### config.mk
export PLATFORM = sky130hd
export DESIGN_NAME = tsm_ctrl
export DESIGN_NICKNAME = d
export VERILOG_FILES = /design/src/rtl/assert_macros.svh /design/src/rtl/tsm_pkg.sv /design/src/rtl/tsm_ctrl.sv
export SDC_FILE = /design/constraint.sdc
export NUM_CORES = 1
export LEC_CHECK = 0
export CAP_MARGIN = 20
export CORE_MARGIN = 4
export CORE_UTILIZATION = 38
export DETAILED_ROUTE_END_ITERATION = 12
export DONT_BUFFER_PORTS = 1
export PLACE_DENSITY = 0.53
export SYNTH_ARGS = -nofsm -noshare
export SYNTH_HDL_FRONTEND = slang
export SYNTH_SLANG_ARGS = --single-unit
### constraint.sdc
create_clock -name clk_i -period 2.85 [get_ports clk_i]
set_input_delay 0.57 -clock clk_i [delete_from_list [all_inputs] [get_ports clk_i]]
set_output_delay 0.57 -clock clk_i [all_outputs]
set_load 0.1 [all_outputs]
### src/rtl/assert_macros.svh
// assertion macros used by the rtl top level
`ifndef ASSERT_MACROS_SVH
`define ASSERT_MACROS_SVH

// consequent must hold whenever the antecedent holds
`define ASSERT_IMPL(label, clk, rst_n, ante, cons) \
  label: assert property (@(posedge clk) disable iff (!rst_n) (ante) |-> (cons)) \
    else $error("assertion failed");

// consequent must hold in the cycle after the antecedent
`define ASSERT_NEXT(label, clk, rst_n, ante, cons) \
  label: assert property (@(posedge clk) disable iff (!rst_n) (ante) |=> (cons)) \
    else $error("assertion failed");

`endif

### src/rtl/tsm_pkg.sv
// types, codes and constants of the time signature map
package tsm_pkg;

  localparam int unsigned BarTicks = 1920;
  localparam int unsigned DefSig   = 4;
  localparam int unsigned SigW     = 8;
  localparam int unsigned BarW     = 20;
  localparam int unsigned InTickW  = 32;
  localparam int unsigned TickW    = 48;
  localparam int unsigned ResBarW  = 32;
  localparam int unsigned SpanW    = 19;
  localparam int unsigned DivW     = 49;
  localparam int unsigned DivCntW  = 6;
  localparam int unsigned LutW     = 11;

  typedef enum logic [1:0] {
    OP_PUSH        = 2'd0,
    OP_BAR_AT_TICK = 2'd1,
    OP_TICK_AT_BAR = 2'd2,
    OP_READ        = 2'd3
  } op_e;

  typedef struct packed {
    logic [SigW-1:0]  num;
    logic [SigW-1:0]  den;
    logic [BarW-1:0]  bar;
    logic [TickW-1:0] tick;
  } entry_t;

  typedef enum logic [4:0] {
    ACT_NONE, ACT_LATCH, ACT_RD_I, ACT_RD_JM1, ACT_RD_0, ACT_RD_IDX,
    ACT_P_CMP, ACT_P_APP, ACT_X_ERR, ACT_X_OUT, ACT_I_ONE, ACT_S_LDI,
    ACT_S_PUT, ACT_S_CMP, ACT_R_LD0, ACT_R_SPAN, ACT_R_MUL, ACT_R_WR,
    ACT_SET_FRESH, ACT_L_INIT, ACT_L_CMP, ACT_L_SPAN, ACT_DIV_START,
    ACT_DIV_STEP, ACT_L_BAR, ACT_L_MUL, ACT_L_TICK, ACT_FIN
  } dp_act_e;

  typedef struct packed {
    op_e  op;
    logic fresh;
    logic cnt_zero;
    logic i_lt_cnt;
    logic match;
    logic gt;
    logic j_zero;
    logic idx_ok;
    logic div_last;
  } dp_status_t;

  typedef logic [LutW-1:0] bar_lut_t [256];

  // whole-bar ticks divided by the denominator, zero for a zero denominator
  function automatic bar_lut_t build_bar_lut();
    bar_lut_t    l;
    int unsigned q;
    int unsigned r;
    l[0] = '0;
    for (int unsigned d = 1; d < 256; d++) begin
      q = 0;
      r = BarTicks;
      while (r >= d) begin
        r = r - d;
        q++;
      end
      l[d] = LutW'(q);
    end
    return l;
  endfunction

  localparam bar_lut_t BarDivLut = build_bar_lut();

endpackage

### src/rtl/tsm_ctrl.sv
// sequencing state machine of the time signature map
module tsm_ctrl (
  input  logic                clk_i,
  input  logic                rst_ni,
  input  logic                start,
  input  tsm_pkg::dp_status_t status_i,
  output tsm_pkg::dp_act_e    act_o,
  output logic                busy
);
  import tsm_pkg::*;

  typedef enum logic [24:0] {
    ST_IDLE   = 25'h0000001, ST_DISP   = 25'h0000002, ST_P_CHK  = 25'h0000004,
    ST_P_CMP  = 25'h0000008, ST_X_CHK  = 25'h0000010, ST_X_OUT  = 25'h0000020,
    ST_S_CHK  = 25'h0000040, ST_S_LDI  = 25'h0000080, ST_S_JCHK = 25'h0000100,
    ST_S_CMPJ = 25'h0000200, ST_R_RD0  = 25'h0000400, ST_R_LD0  = 25'h0000800,
    ST_R_CHK  = 25'h0001000, ST_R_SPAN = 25'h0002000, ST_R_MUL  = 25'h0004000,
    ST_R_WR   = 25'h0008000, ST_L_INIT = 25'h0010000, ST_L_CHK  = 25'h0020000,
    ST_L_CMP  = 25'h0040000, ST_L_SPAN = 25'h0080000, ST_L_DSET = 25'h0100000,
    ST_L_DIV  = 25'h0200000, ST_L_POST = 25'h0400000, ST_L_ADD  = 25'h0800000,
    ST_FIN    = 25'h1000000
  } state_e;

  state_e state_q, state_d;

  always_comb begin
    state_d = state_q;
    act_o   = ACT_NONE;
    unique case (state_q)
      ST_IDLE: begin
        if (start) begin
          act_o   = ACT_LATCH;
          state_d = ST_DISP;
        end
      end
      ST_DISP: begin
        if (status_i.op == OP_PUSH) begin
          state_d = ST_P_CHK;
        end else if (status_i.op == OP_READ) begin
          state_d = ST_X_CHK;
        end else if (!status_i.fresh && !status_i.cnt_zero) begin
          act_o   = ACT_I_ONE;
          state_d = ST_S_CHK;
        end else begin
          state_d = ST_L_INIT;
        end
      end
      ST_P_CHK: begin
        if (status_i.i_lt_cnt) begin
          act_o   = ACT_RD_I;
          state_d = ST_P_CMP;
        end else begin
          act_o   = ACT_P_APP;
          state_d = ST_FIN;
        end
      end
      ST_P_CMP: begin
        act_o   = ACT_P_CMP;
        state_d = status_i.match ? ST_FIN : ST_P_CHK;
      end
      ST_X_CHK: begin
        if (status_i.idx_ok) begin
          act_o   = ACT_RD_IDX;
          state_d = ST_X_OUT;
        end else begin
          act_o   = ACT_X_ERR;
          state_d = ST_FIN;
        end
      end
      ST_X_OUT: begin
        act_o   = ACT_X_OUT;
        state_d = ST_FIN;
      end
      ST_S_CHK: begin
        if (status_i.i_lt_cnt) begin
          act_o   = ACT_RD_I;
          state_d = ST_S_LDI;
        end else begin
          state_d = ST_R_RD0;
        end
      end
      ST_S_LDI: begin
        act_o   = ACT_S_LDI;
        state_d = ST_S_JCHK;
      end
      ST_S_JCHK: begin
        if (status_i.j_zero) begin
          act_o   = ACT_S_PUT;
          state_d = ST_S_CHK;
        end else begin
          act_o   = ACT_RD_JM1;
          state_d = ST_S_CMPJ;
        end
      end
      ST_S_CMPJ: begin
        act_o   = ACT_S_CMP;
        state_d = status_i.gt ? ST_S_JCHK : ST_S_CHK;
      end
      ST_R_RD0: begin
        act_o   = ACT_RD_0;
        state_d = ST_R_LD0;
      end
      ST_R_LD0: begin
        act_o   = ACT_R_LD0;
        state_d = ST_R_CHK;
      end
      ST_R_CHK: begin
        if (status_i.i_lt_cnt) begin
          act_o   = ACT_RD_I;
          state_d = ST_R_SPAN;
        end else begin
          act_o   = ACT_SET_FRESH;
          state_d = ST_L_INIT;
        end
      end
      ST_R_SPAN: begin
        act_o   = ACT_R_SPAN;
        state_d = ST_R_MUL;
      end
      ST_R_MUL: begin
        act_o   = ACT_R_MUL;
        state_d = ST_R_WR;
      end
      ST_R_WR: begin
        act_o   = ACT_R_WR;
        state_d = ST_R_CHK;
      end
      ST_L_INIT: begin
        act_o   = ACT_L_INIT;
        state_d = ST_L_CHK;
      end
      ST_L_CHK: begin
        if (status_i.i_lt_cnt) begin
          act_o   = ACT_RD_I;
          state_d = ST_L_CMP;
        end else begin
          state_d = ST_L_SPAN;
        end
      end
      ST_L_CMP: begin
        act_o   = ACT_L_CMP;
        state_d = ST_L_CHK;
      end
      ST_L_SPAN: begin
        act_o   = ACT_L_SPAN;
        state_d = ST_L_DSET;
      end
      ST_L_DSET: begin
        act_o   = ACT_DIV_START;
        state_d = ST_L_DIV;
      end
      ST_L_DIV: begin
        act_o   = ACT_DIV_STEP;
        if (status_i.div_last) state_d = ST_L_POST;
      end
      ST_L_POST: begin
        if (status_i.op == OP_BAR_AT_TICK) begin
          act_o   = ACT_L_BAR;
          state_d = ST_FIN;
        end else begin
          act_o   = ACT_L_MUL;
          state_d = ST_L_ADD;
        end
      end
      ST_L_ADD: begin
        act_o   = ACT_L_TICK;
        state_d = ST_FIN;
      end
      ST_FIN: begin
        act_o   = ACT_FIN;
        state_d = ST_IDLE;
      end
      default: state_d = ST_IDLE;
    endcase
  end

  always_ff @(posedge clk_i or negedge rst_ni) begin
    if (!rst_ni) begin
      state_q <= ST_IDLE;
    end else begin
      state_q <= state_d;
    end
  end

  assign busy = (state_q != ST_IDLE);

endmodule

## After elaboration in Yosys (flattened, before gate mapping)

Index checks and enable logic that the tools add are counted.

| cells by class | value |
|---|---|
| equal/unequal tests | 30 |
| multiplexer cells | 26 |
| reduce and logical (&&, ||, !) cells | 9 |

Operator list:

| operator | number |
|---|---|
| one-hot mux 25 bit (21 select lines) | 1 |
| 2-to-1 mux 25 bit | 6 |
| one-hot mux 5 bit (24 select lines) | 1 |
| 2-to-1 mux 17 bit | 4 |
| equality test 25 x 1 -> 1 bit (second input constant) | 1 |
| equality test 25 x 10 -> 1 bit (second input constant) | 1 |
| equality test 25 x 11 -> 1 bit (second input constant) | 1 |
| equality test 25 x 12 -> 1 bit (second input constant) | 1 |
| equality test 25 x 13 -> 1 bit (second input constant) | 1 |
| equality test 25 x 14 -> 1 bit (second input constant) | 1 |
| equality test 25 x 15 -> 1 bit (second input constant) | 1 |
| equality test 25 x 16 -> 1 bit (second input constant) | 1 |
| equality test 25 x 17 -> 1 bit (second input constant) | 1 |
| equality test 25 x 18 -> 1 bit (second input constant) | 1 |
| equality test 25 x 19 -> 1 bit (second input constant) | 1 |
| equality test 25 x 2 -> 1 bit (second input constant) | 1 |
| equality test 25 x 20 -> 1 bit (second input constant) | 1 |
| equality test 25 x 21 -> 1 bit (second input constant) | 1 |
| equality test 25 x 22 -> 1 bit (second input constant) | 1 |
| equality test 25 x 23 -> 1 bit (second input constant) | 1 |
| equality test 25 x 24 -> 1 bit (second input constant) | 1 |
| equality test 25 bit (second input constant) | 1 |
| equality test 25 x 3 -> 1 bit (second input constant) | 1 |
| equality test 25 x 4 -> 1 bit (second input constant) | 1 |
| other kinds (23) | 33 |

| word-level totals | value |
|---|---|
| register bits | 25 |
| output and inout bits | 6 |

## Longest topological paths before layout

Gate-level depths: netlist of run 1.

| logic depth | value |
|---|---|
| word-level depth | 6 |
| depth in mapped cells | 8 |
| gate-level depth less buffers | 6 |

## Worst setup path after synthesis of run 1

No wires, ideal clock.

| timing path | value |
|---|---|
| kind | flip-flop to output port |
| start | reg state_q[2] |
| end | out act_o[3] |
| arrival | 2619 ps |
| slack | -339 ps |
| cell stages (with the launch flop) | 6 |
| path buffers | 0 |
| path through | dfrtp_1 > or2_4 > or3_1 > or4_1 > or3_1 > or4b_1 |

| between the ends | value |
|---|---|
| word-level cells in the longest chain between the ends | 3 |
| elaborated cells on any way between the ends | 27 |
| classes of those cells | eq/ne: 25; mux: 1; reduce/logical: 1 |

RTL lines:

| element | RTL line | text |
|---|---|---|
| start, declared | tsm_ctrl.sv:24 | `state_e state_q, state_d;` |
| start signal, assigned | tsm_ctrl.sv:181 | `state_q <= state_d;` |
| equality test 25 x 18 -> 1 bit / equality test 25 x 7 -> 1 bit (equally long branches) | tsm_ctrl.sv:29 | `unique case (state_q)` |
| OR reduction 2 bit (no source line) | -- |  |
| one-hot mux 5 bit (24 select lines) * | tsm_ctrl.sv:29 |  |
| end, declared | tsm_ctrl.sv:7 | `output tsm_pkg::dp_act_e act_o,` |

Mark *: on every way between the ends. The rest lies on a longest branch, timed or not.

## Worst setup path after layout of run 1

| timing path | value |
|---|---|
| start | reg state_q[0] |
| end | out act_o[3] |

The elaborated chain is that of the path after synthesis.

==> results.json, run 1 <==
{
  "status": "finished, violations left",
  "violations": "negative setup slack",
  "rows": 24,
  "core_sq_um": 4410,
  "grt_max_degree": 25,
  "synth_ff_type": "dfrtp_1",
  "crit_type": "reg2out",
  "largest_reg_flops": 25,
  "synth_compound_area_frac": 0.115,
  "syn_area_sq_um": 1770,
  "mostFrequentLayoutCells": "buf_4 (66), dfrtp_1 (24), nor2_1 (22)",
  "synthAdderAreaFrac": 0,
  "ant_nets": 0,
  "gr-total-overflow": 0,
  "crit_fanout": 4,
  "place_hpwl_mm": 4.84,
  "clkLatencyLatePin_ps": 280,
  "switchingPower_uw": 734,
  "cpPeakStageDelay_ps": 720,
  "syn_to_final_growth_pct": 51.0,
  "final_common_cell": "buf_4",
  "n_fill_cell": 401,
  "path_cells": "nor4_2, buf_4, nand4_1, nor3_4, buf_4, a2111o_1, or4b_4",
  "worstSetupEndpointType": "primary output",
  "drive_gt1_frac": 0.445,
  "num_vias": 1921,
  "h-tree-depth": 1,
  "cp_slowest_cell": "or4b_4",
  "drv_cap": 0,
  "gp_congestion": 1.04,
  "clk_pin_slew_ps": 90,
  "fmax_mhz": 316,
  "fin_hold_ws_ps": 90.3,
  "synth_top_family_by_area": "simple AND/OR/NAND/NOR gates",
  "worstSetupStartpointType": "register",
  "crit_top_cell": "buf_4",
  "worst_clock_skew_ps": 1.63,
  "nets": 286,
  "comb_power_share": 0.624,
  "hold_viol_final": 0,
  "antenna_found_initial": 0,
  "drv_slew": 0,
  "fin_ws_ps": -313,
  "port_buffers": 0,
  "postSynthCellCount": 197,
  "synth.area.mux_share": 0.00567,
  "grt_usage": 0.226,
  "grt_pass1_vias": 2025,
  "yosysTopAreaCellShare": 0.340,
  "relSlewSlack": 0.673,
  "cts_root_buf": "clkbuf_8",
  "synth_edf_count": 0,
  "cts_tree": "built",
  "rr_worst_depth": 10,
  "numCtsBuffers": 3,
  "min_path_type": "in2async",
  "rsz0062_at_grt": "yes",
  "worst_pin_slew_ps": 487,
  "synthSimpleGateAreaFrac": 0.468,
  "regMostFlops": "state_q",
  "clkPwrFrac": 0.134,
  "power.internal_uw": 912,
  "rrSetupSlack_ps": 410,
  "synth_top_area_cell": "dfrtp_1",
  "dr.first_iter.drc_count": 119,
  "period_share": 1.11,
  "setup_viol": 5,
  "yosys_warnings": 0,
  "wirelength_mm": 6.33,
  "reg2reg_from": "state_q[0]$_DFFE_PN1P_",
  "synth_xor_area_frac": 0.0347,
  "async_reset_ff_frac": 1.00,
  "cts_buffer_depth": 2,
  "start_util": 0.400,
  "finalCriticalPeriod_ps": 3160,
  "dieArea_sq_um": 5800,
  "rr_endpoint": "state_q[0]$_DFFE_PN1P_",
  "syn_avg_cell_area_sq_um": 8.97,
  "die_h_um": 76.2,
  "ys_seq_elements": 25,
  "num_antenna_cells": 0,
  "ys_types": 57,
  "clock_sinks": 25,
  "drt-vias-per-instance": 5.93,
  "dieWidth_um": 76.2,
  "first_pass_iters": 4,
  "p_sw_frac": 0.446,
  "drc": 0,
  "synth_area_leaders": "dfrtp_1 (34%), nor2_1 (4.7%), nor3_1 (4.5%)",
  "cellPowerDensity_nw_per_um2": 617,
  "power_uw": 1650,
  "ir_worst_vdd_mv": 0.388,
  "cp.arrival_ps": 2590,
  "pin_count": 19,
  "seq_power_share": 0.242,
  "required_ps": 2280,
  "wl_per_cell_um": 19.5,
  "reg.largest.list": "state_q x25",
  "p_leak_uw": 0.00127,
  "ys_seq_area_frac": 0.355,
  "syn_nets": 210,
  "tns_ps": -1060,
  "grt_first_pass_wirelength_mm": 10.5
}
power groups by stage:
stage / Sequential [uW] / Combinational [uW] / Clock, uW
floorplan: 405 / 488 / 0
global placement: 400 / 794 / 0
detailed placement: 402 / 805 / 0
CTS: 398 / 973 / 228
global route: 400 / 1080 / 243
finish: 398 / 1030 / 221
area by class of cell:
cell class | count | area [sq um] | area share
multi-input combinational | 164 | 1300 | 0.486
clock inverter | 1 | 5.00 | 0.00188
tap | 52 | 65.1 | 0.0244
clock buffer | 3 | 41.3 | 0.0155
sequential | 25 | 627 | 0.235
timing repair buffer | 73 | 609 | 0.228
inverter | 6 | 22.5 | 0.00844
cells in the mapped netlist (3+ instances only):
| master | number |
|---|---|
| a21oi_1 | 5 |
| dfrtp_1 | 24 |
| inv_1 | 6 |
| nand2_1 | 12 |
| nand2b_1 | 10 |
| nand3_1 | 4 |
| nand3b_1 | 4 |
| nand4_1 | 5 |
| nor2_1 | 22 |
| nor2b_1 | 6 |
| nor3_1 | 16 |
| nor3b_1 | 3 |
| nor4_1 | 10 |
| nor4_2 | 4 |
| or3_1 | 4 |
| or4_1 | 8 |
| or4b_2 | 4 |
| xnor2_1 | 4 |
| xor2_1 | 3 |
kinds of logic after synthesis:
| kind of cell | Yosys count |
|---|---|
| compound gates | 26 |
| mux | 1 |
| flops | 25 |
| xor+xnor | 7 |
| simple gates | 130 |
| buf+inv | 8 |
critical path: cells and delay by family, from the launching register on:
family / cells / cell delay, ps
DFF: 1 / 550
and+or+nand+nor: 4 / 1050
buffers and inverters: 2 / 300
AOI/OAI and AO/OA: 1 / 420
worst max path at each step:
stage | from | endpoint | depth (start not counted)
2_1_floorplan | state_q[2]$_DFFE_PN0P_ | act_o[3] | 5
3_3_place_gp | state_q[0]$_DFFE_PN1P_ | act_o[1] | 7
3_5_place_dp | state_q[0]$_DFFE_PN1P_ | act_o[1] | 7
4_1_cts | state_q[10]$_DFFE_PN0P_ | act_o[3] | 6
5_1_grt | state_q[24]$_DFFE_PN0P_ | act_o[3] | 6
6_report | state_q[0]$_DFFE_PN1P_ | act_o[3] | 7
per-stage QoR:
step | instances | util | cell area, sq um | setup slack (ps)
after floorplan | 197 | - | 1780 | 31.3
after global placement | 308 | 0.521 | 2300 | -116
after detailed placement | 308 | 0.521 | 2300 | -121
after CTS | 320 | 0.585 | 2580 | -317
after global routing | 324 | 0.604 | 2670 | -374
final | 324 | 0.604 | 2670 | -313
per-layer routing:
layer / GRT usage / part of all wire
met1: 0.291 / 0.44
met2: 0.372 / 0.48
met3: 0.0331 / 0.051
met4: 0.101 / 0.035
met5: 0 / 0
repair_timing:
| action | CTS | global route |
|---|---|---|
| hold endpoints to repair | 24 | 0 |
| pin swaps | 15 | 10 |
| hold buffers | 1 | 0 |
| endpoints found under the setup margin | 6 | 6 |
| resized for setup | 30 | 10 |
| cloned | 0 | 0 |
| buffers inserted | 7 | 4 |
Power figures use the tool's default switching activity.
==> run 2: changes to the inputs <==
--- a/config.mk
+++ b/config.mk
@@ -14,3 +14,4 @@
 export SYNTH_ARGS = -nofsm -noshare
 export SYNTH_HDL_FRONTEND = slang
 export SYNTH_SLANG_ARGS = --single-unit
+export TNS_END_PERCENT = 1
==> run 2 against run 1 <==
  * The flow still finishes with violations (negative setup slack)
  * Via count decreased by 1.3%
  * Clock skew increased by 1.2 ps
  * Flip-flop and latch count unchanged
  * Final cell count decreased by 0.62%
  * Non-clock buffer count decreased by 2
  * Power decreased by 1.7%
  * Highest routed layer unchanged
==> results.json, run 2 (synthesis gave the netlist of run 1 again) <==
{
  "ant_nets": 0,
  "clk_pin_slew_ps": 90,
  "mostFrequentLayoutCells": "buf_4 (65), dfrtp_1 (23), nor2_1 (22)",
  "grt_first_pass_wirelength_mm": 9.88,
  "drive_gt1_frac": 0.415,
  "numCtsBuffers": 3,
  "core_sq_um": 4410,
  "h-tree-depth": 1,
  "required_ps": 2280,
  "fmax_mhz": 312,
  "rsz0062_at_grt": "yes",
  "wirelength_mm": 5.97,
  "reg.largest.list": "state_q x25",
  "dr.first_iter.drc_count": 130,
  "period_share": 1.12,
  "gr-total-overflow": 0,
  "drc": 0,
  "antenna_found_initial": 0,
  "place_hpwl_mm": 4.79,
  "final_util": 0.592,
  "rr_worst_depth": 9,
  "cellPowerDensity_nw_per_um2": 620,
  "grt_pass1_vias": 2038,
  "rows": 24,
  "regMostFlops": "state_q",
  "dieWidth_um": 76.2,
  "drv_slew": 0,
  "worst_clock_skew_ps": 2.84,
  "rrSetupSlack_ps": 490,
  "nets": 284,
  "worst_pin_slew_ps": 484,
  "status": "finished, violations left",
  "first_pass_iters": 4,
  "drt-vias-per-instance": 5.89,
  "ir_worst_vdd_mv": 0.341,
  "fin_ws_ps": -355,
  "clkLatencyLatePin_ps": 270,
  "n_fill_cell": 400,
  "cts_setup_buffers": 0,
  "rr_endpoint": "state_q[3]$_DFFE_PN0P_",
  "wl_per_cell_um": 18.5,
  "tns_ps": -1510,
  "crit_fanout": 4,
  "grt_usage": 0.208,
  "gp_congestion": 0.980,
  "drv_cap": 0,
  "min_path_type": "in2async",
  "worstSetupStartpointType": "register",
  "violations": "negative setup slack",
  "p_leak_uw": 0.00125,
  "start_util": 0.400,
  "port_buffers": 0,
  "relSlewSlack": 0.673,
  "cts_buffer_depth": 2,
  "clock_sinks": 25,
  "largest_reg_flops": 25,
  "cts_tree": "built",
  "worstSetupEndpointType": "primary output",
  "grt_max_degree": 25,
  "cts_root_buf": "clkbuf_8",
  "reg2reg_from": "state_q[8]$_DFFE_PN0P_",
  "dieArea_sq_um": 5800,
  "fin_hold_ws_ps": 102,
  "num_antenna_cells": 0,
  "syn_to_final_growth_pct": 47.8,
  "setup_viol": 6,
  "final_common_cell": "buf_4",
  "finalCriticalPeriod_ps": 3210,
  "crit_type": "reg2out",
  "hold_viol_final": 0,
  "die_h_um": 76.2,
  "pin_count": 19,
  "cp.arrival_ps": 2640,
  "num_vias": 1896
}
run 2: changes by cell type in the layout (fill, tap and decap cells not counted), moves of 2 or more:
cell	change
nor3_4	-2
buf_6	-2
nor4_4	+2
or4_4	-2
nor4_2	-2
nor3_1	+2
or4_1	+2
run 2: area by class of cell:
type	instances	area [sq um]	area share
clock buffers	3	41.3	0.0158
clock inverters	1	5.00	0.00192
multi-input cells	164	1250	0.479
inverters	6	22.5	0.00862
well taps	52	65.1	0.0249
flip-flops and latches	25	628	0.241
repair buffers	71	599	0.230
run 2: worst max-delay path by stage:
stage | startpoint | to | slack, ps | depth (start not counted)
detailed placement | state_q[1]$_DFFE_PN0P_ | act_o[2] | -190 | 8
CTS | state_q[10]$_DFFE_PN0P_ | act_o[3] | -350 | 6
global route | state_q[8]$_DFFE_PN0P_ | act_o[3] | -400 | 6
floorplan | state_q[24]$_DFFE_PN0P_ | act_o[1] | -320 | 7
global placement | state_q[1]$_DFFE_PN0P_ | act_o[2] | -150 | 7
finish | state_q[2]$_DFFE_PN0P_ | act_o[3] | -360 | 5
run 2: routing by layer:
layer | wire length [um] | GRT usage
met1 | 2630 | 0.269
met4 | 94 | 0.0594
met2 | 2940 | 0.360
met5 | 0 | 0
met3 | 316 | 0.0260
run 2: where the power goes:
group	leakage, uW	switching, uW	internal [uW]	total [uW]
combinational	0.000877	570	429	999
sequential	0.000343	18.6	380	398
clock	0.0000255	123	98.1	222
run 2: metrics by stage:
step                      setup WS [ps]  area, sq um  power, uW  instances
after floorplan                    -322         1770        883        197
after global placement             -152         2390       1270        317
after detailed placement           -188         2390       1280        317
after CTS                          -346         2570       1590        322
after global routing               -403         2610       1700        322
final                              -355         2610       1620        322
run 2: what timing repair did:
item                                   in CTS  in global routing
setup endpoints to repair                   6                  6
pin swaps                                   6                  3
endpoints found under the hold margin      24                  0
hold buffers                                1                  0
resized for setup                          20                  6
run 2: worst max-delay path, stage by stage (launching register included):
cell     delay (ps)
dfrtp_2         450
or2_4           260
or3_1           350
or4_4           500
or3_4           390
or4b_4          410
==> run 3: changes to the inputs <==
--- a/config.mk
+++ b/config.mk
@@ -5,12 +5,13 @@
 export SDC_FILE = /design/constraint.sdc
 export NUM_CORES = 1
 export LEC_CHECK = 0
-export CAP_MARGIN = 20
+export CAP_MARGIN = 15
 export CORE_MARGIN = 4
 export CORE_UTILIZATION = 38
 export DETAILED_ROUTE_END_ITERATION = 12
 export DONT_BUFFER_PORTS = 1
 export PLACE_DENSITY = 0.53
+export SKIP_CTS_REPAIR_TIMING = 1
 export SYNTH_ARGS = -nofsm -noshare
 export SYNTH_HDL_FRONTEND = slang
 export SYNTH_SLANG_ARGS = --single-unit
==> run 3 against run 2 <==
  * The run still ends with negative setup slack left
  * Sequential power hardly changed
  * Count of clock-buffer cells in the layout stayed put
  * Via count is 0.47% lower
  * Setup slack worse by 5.5 ps
  * Register-to-register slack worse by 30 ps
  * Critical path type unchanged
  * Critical endpoint unchanged
==> results.json, run 3 (synthesis gave the netlist of run 1 again) <==
{
  "cp_slowest_cell": "or4_4",
  "required_ps": 2280,
  "setup_viol": 6,
  "core_sq_um": 4410,
  "worst_clock_skew_ps": 2.67,
  "min_path_type": "in2async",
  "crit_end": "act_o[3]",
  "grt_max_degree": 26,
  "reg.largest.list": "state_q x25",
  "dpl_worst_slack_ps": -188,
  "nets": 284,
  "first_pass_iters": 4,
  "h-tree-depth": 1,
  "drv_cap": 0,
  "drc": 0,
  "drive_gt1_frac": 0.407,
  "cts_root_buf": "clkbuf_8",
  "relSlewSlack": 0.673,
  "worstSetupStartpoint": "state_q[2]$_DFFE_PN0P_",
  "reg2reg_from": "state_q[10]$_DFFE_PN0P_",
  "cts_tree": "built",
  "port_buffers": 0,
  "dieWidth_um": 76.2,
  "finalCriticalPeriod_ps": 3210,
  "grt.met3_usage": 0.0343,
  "cpPeakStageDelay_ps": 500,
  "fin_ws_ps": -361,
  "worst_pin_slew_ps": 484,
  "clk_pin_slew_ps": 100,
  "gr-total-overflow": 0,
  "period_share": 1.13,
  "largest_reg_flops": 25,
  "cts_buffer_depth": 2,
  "grt_pass1_vias": 1976,
  "worstSetupStartpointType": "register",
  "final_common_cell": "buf_4",
  "grt_first_pass_wirelength_mm": 9.52,
  "hold_viol_final": 0,
  "p_leak_uw": 0.00124,
  "crit_type": "reg2out",
  "numCtsBuffers": 3,
  "rr_endpoint": "state_q[3]$_DFFE_PN0P_",
  "violations": "negative setup slack",
  "fmax_mhz": 311,
  "top_usage_layer": "met2",
  "dieArea_sq_um": 5800,
  "dr.first_iter.drc_count": 125,
  "wl_per_cell_um": 18.6,
  "die_h_um": 76.2,
  "grt_usage": 0.200,
  "num_antenna_cells": 0,
  "num_vias": 1887,
  "start_util": 0.400,
  "cp.arrival_ps": 2640,
  "clkLatencyLatePin_ps": 280,
  "pin_count": 19,
  "syn_to_final_growth_pct": 46.8,
  "path_cells": "or2_4, or3_1, or4_4, or3_4, or4b_4",
  "worstSetupEndpointType": "primary output",
  "rrSetupSlack_ps": 460,
  "wirelength_mm": 6.00,
  "drv_slew": 0,
  "crit_fanout": 4,
  "n_fill_cell": 398,
  "place_hpwl_mm": 4.79,
  "use_met2": 0.342,
  "rows": 24,
  "status": "finished, violations left",
  "cellPowerDensity_nw_per_um2": 628,
  "drt-vias-per-instance": 5.86,
  "ant_nets": 0,
  "clock_sinks": 25,
  "gp_congestion": 0.980,
  "rr_worst_depth": 9,
  "rsz0062_at_grt": "yes",
  "antenna_found_initial": 0,
  "ir_worst_vdd_mv": 0.336,
  "final_util": 0.588,
  "mostFrequentLayoutCells": "buf_4 (64), dfrtp_1 (24), nor2_1 (22)",
  "met1_usage": 0.258,
  "regMostFlops": "state_q"
}
## run 3: critical path: cells and delay by family, from the launching register on
kind             cells  cell delay [ps]
flip-flops           1              440
AND/OR/NAND/NOR      5             1920
## run 3: area by class of cell
| class | count | area [sq um] | area share |
|---|---|---|---|
| multi-input cells | 164 | 1230 | 0.474 |
| flip-flops and latches | 25 | 627 | 0.242 |
| well taps | 52 | 65.1 | 0.0251 |
| inverters | 6 | 22.5 | 0.00868 |
| clock inverters | 1 | 5.00 | 0.00193 |
| clock buffers | 3 | 41.3 | 0.0159 |
| repair buffers | 71 | 603 | 0.233 |
## run 3: worst min-delay path by stage
stage	from	end	slack [ps]	cells after the start
global placement	rst_ni	state_q[17]$_DFFE_PN0P_	280	0
CTS	rst_ni	state_q[17]$_DFFE_PN0P_	-30	0
detailed placement	rst_ni	state_q[17]$_DFFE_PN0P_	280	0
floorplan	rst_ni	state_q[10]$_DFFE_PN0P_	270	0
finish	rst_ni	state_q[18]$_DFFE_PN0P_	90	1
global route	rst_ni	state_q[19]$_DFFE_PN0P_	100	1
## run 3: power breakdown
| part | switching, uW | internal, uW |
|---|---|---|
| registers | 18.3 | 380 |
| clock network | 129 | 98.3 |
| logic | 570 | 434 |
| total | 717 | 912 |
## run 3: through the flow
step	cell area (sq um)	setup TNS, ps	hold slack, ps	power [uW]	instances
3_3_place_gp	2390	-557	275	1270	317
2_1_floorplan	1770	-633	274	883	197
6_report	2590	-1620	95.0	1630	322
5_1_grt	2590	-2150	97.8	1700	322
3_5_place_dp	2390	-707	275	1280	317
4_1_cts	2440	-2450	-29.1	1500	321
## run 3: layer usage
| metal | vias to the layer above | part of all wire |
|---|---|---|
| met5 | - | 0 |
| met4 | 0 | 0.011 |
| met3 | 7 | 0.044 |
| met2 | 52 | 0.49 |
| met1 | 918 | 0.45 |
| li1 | 910 | - |
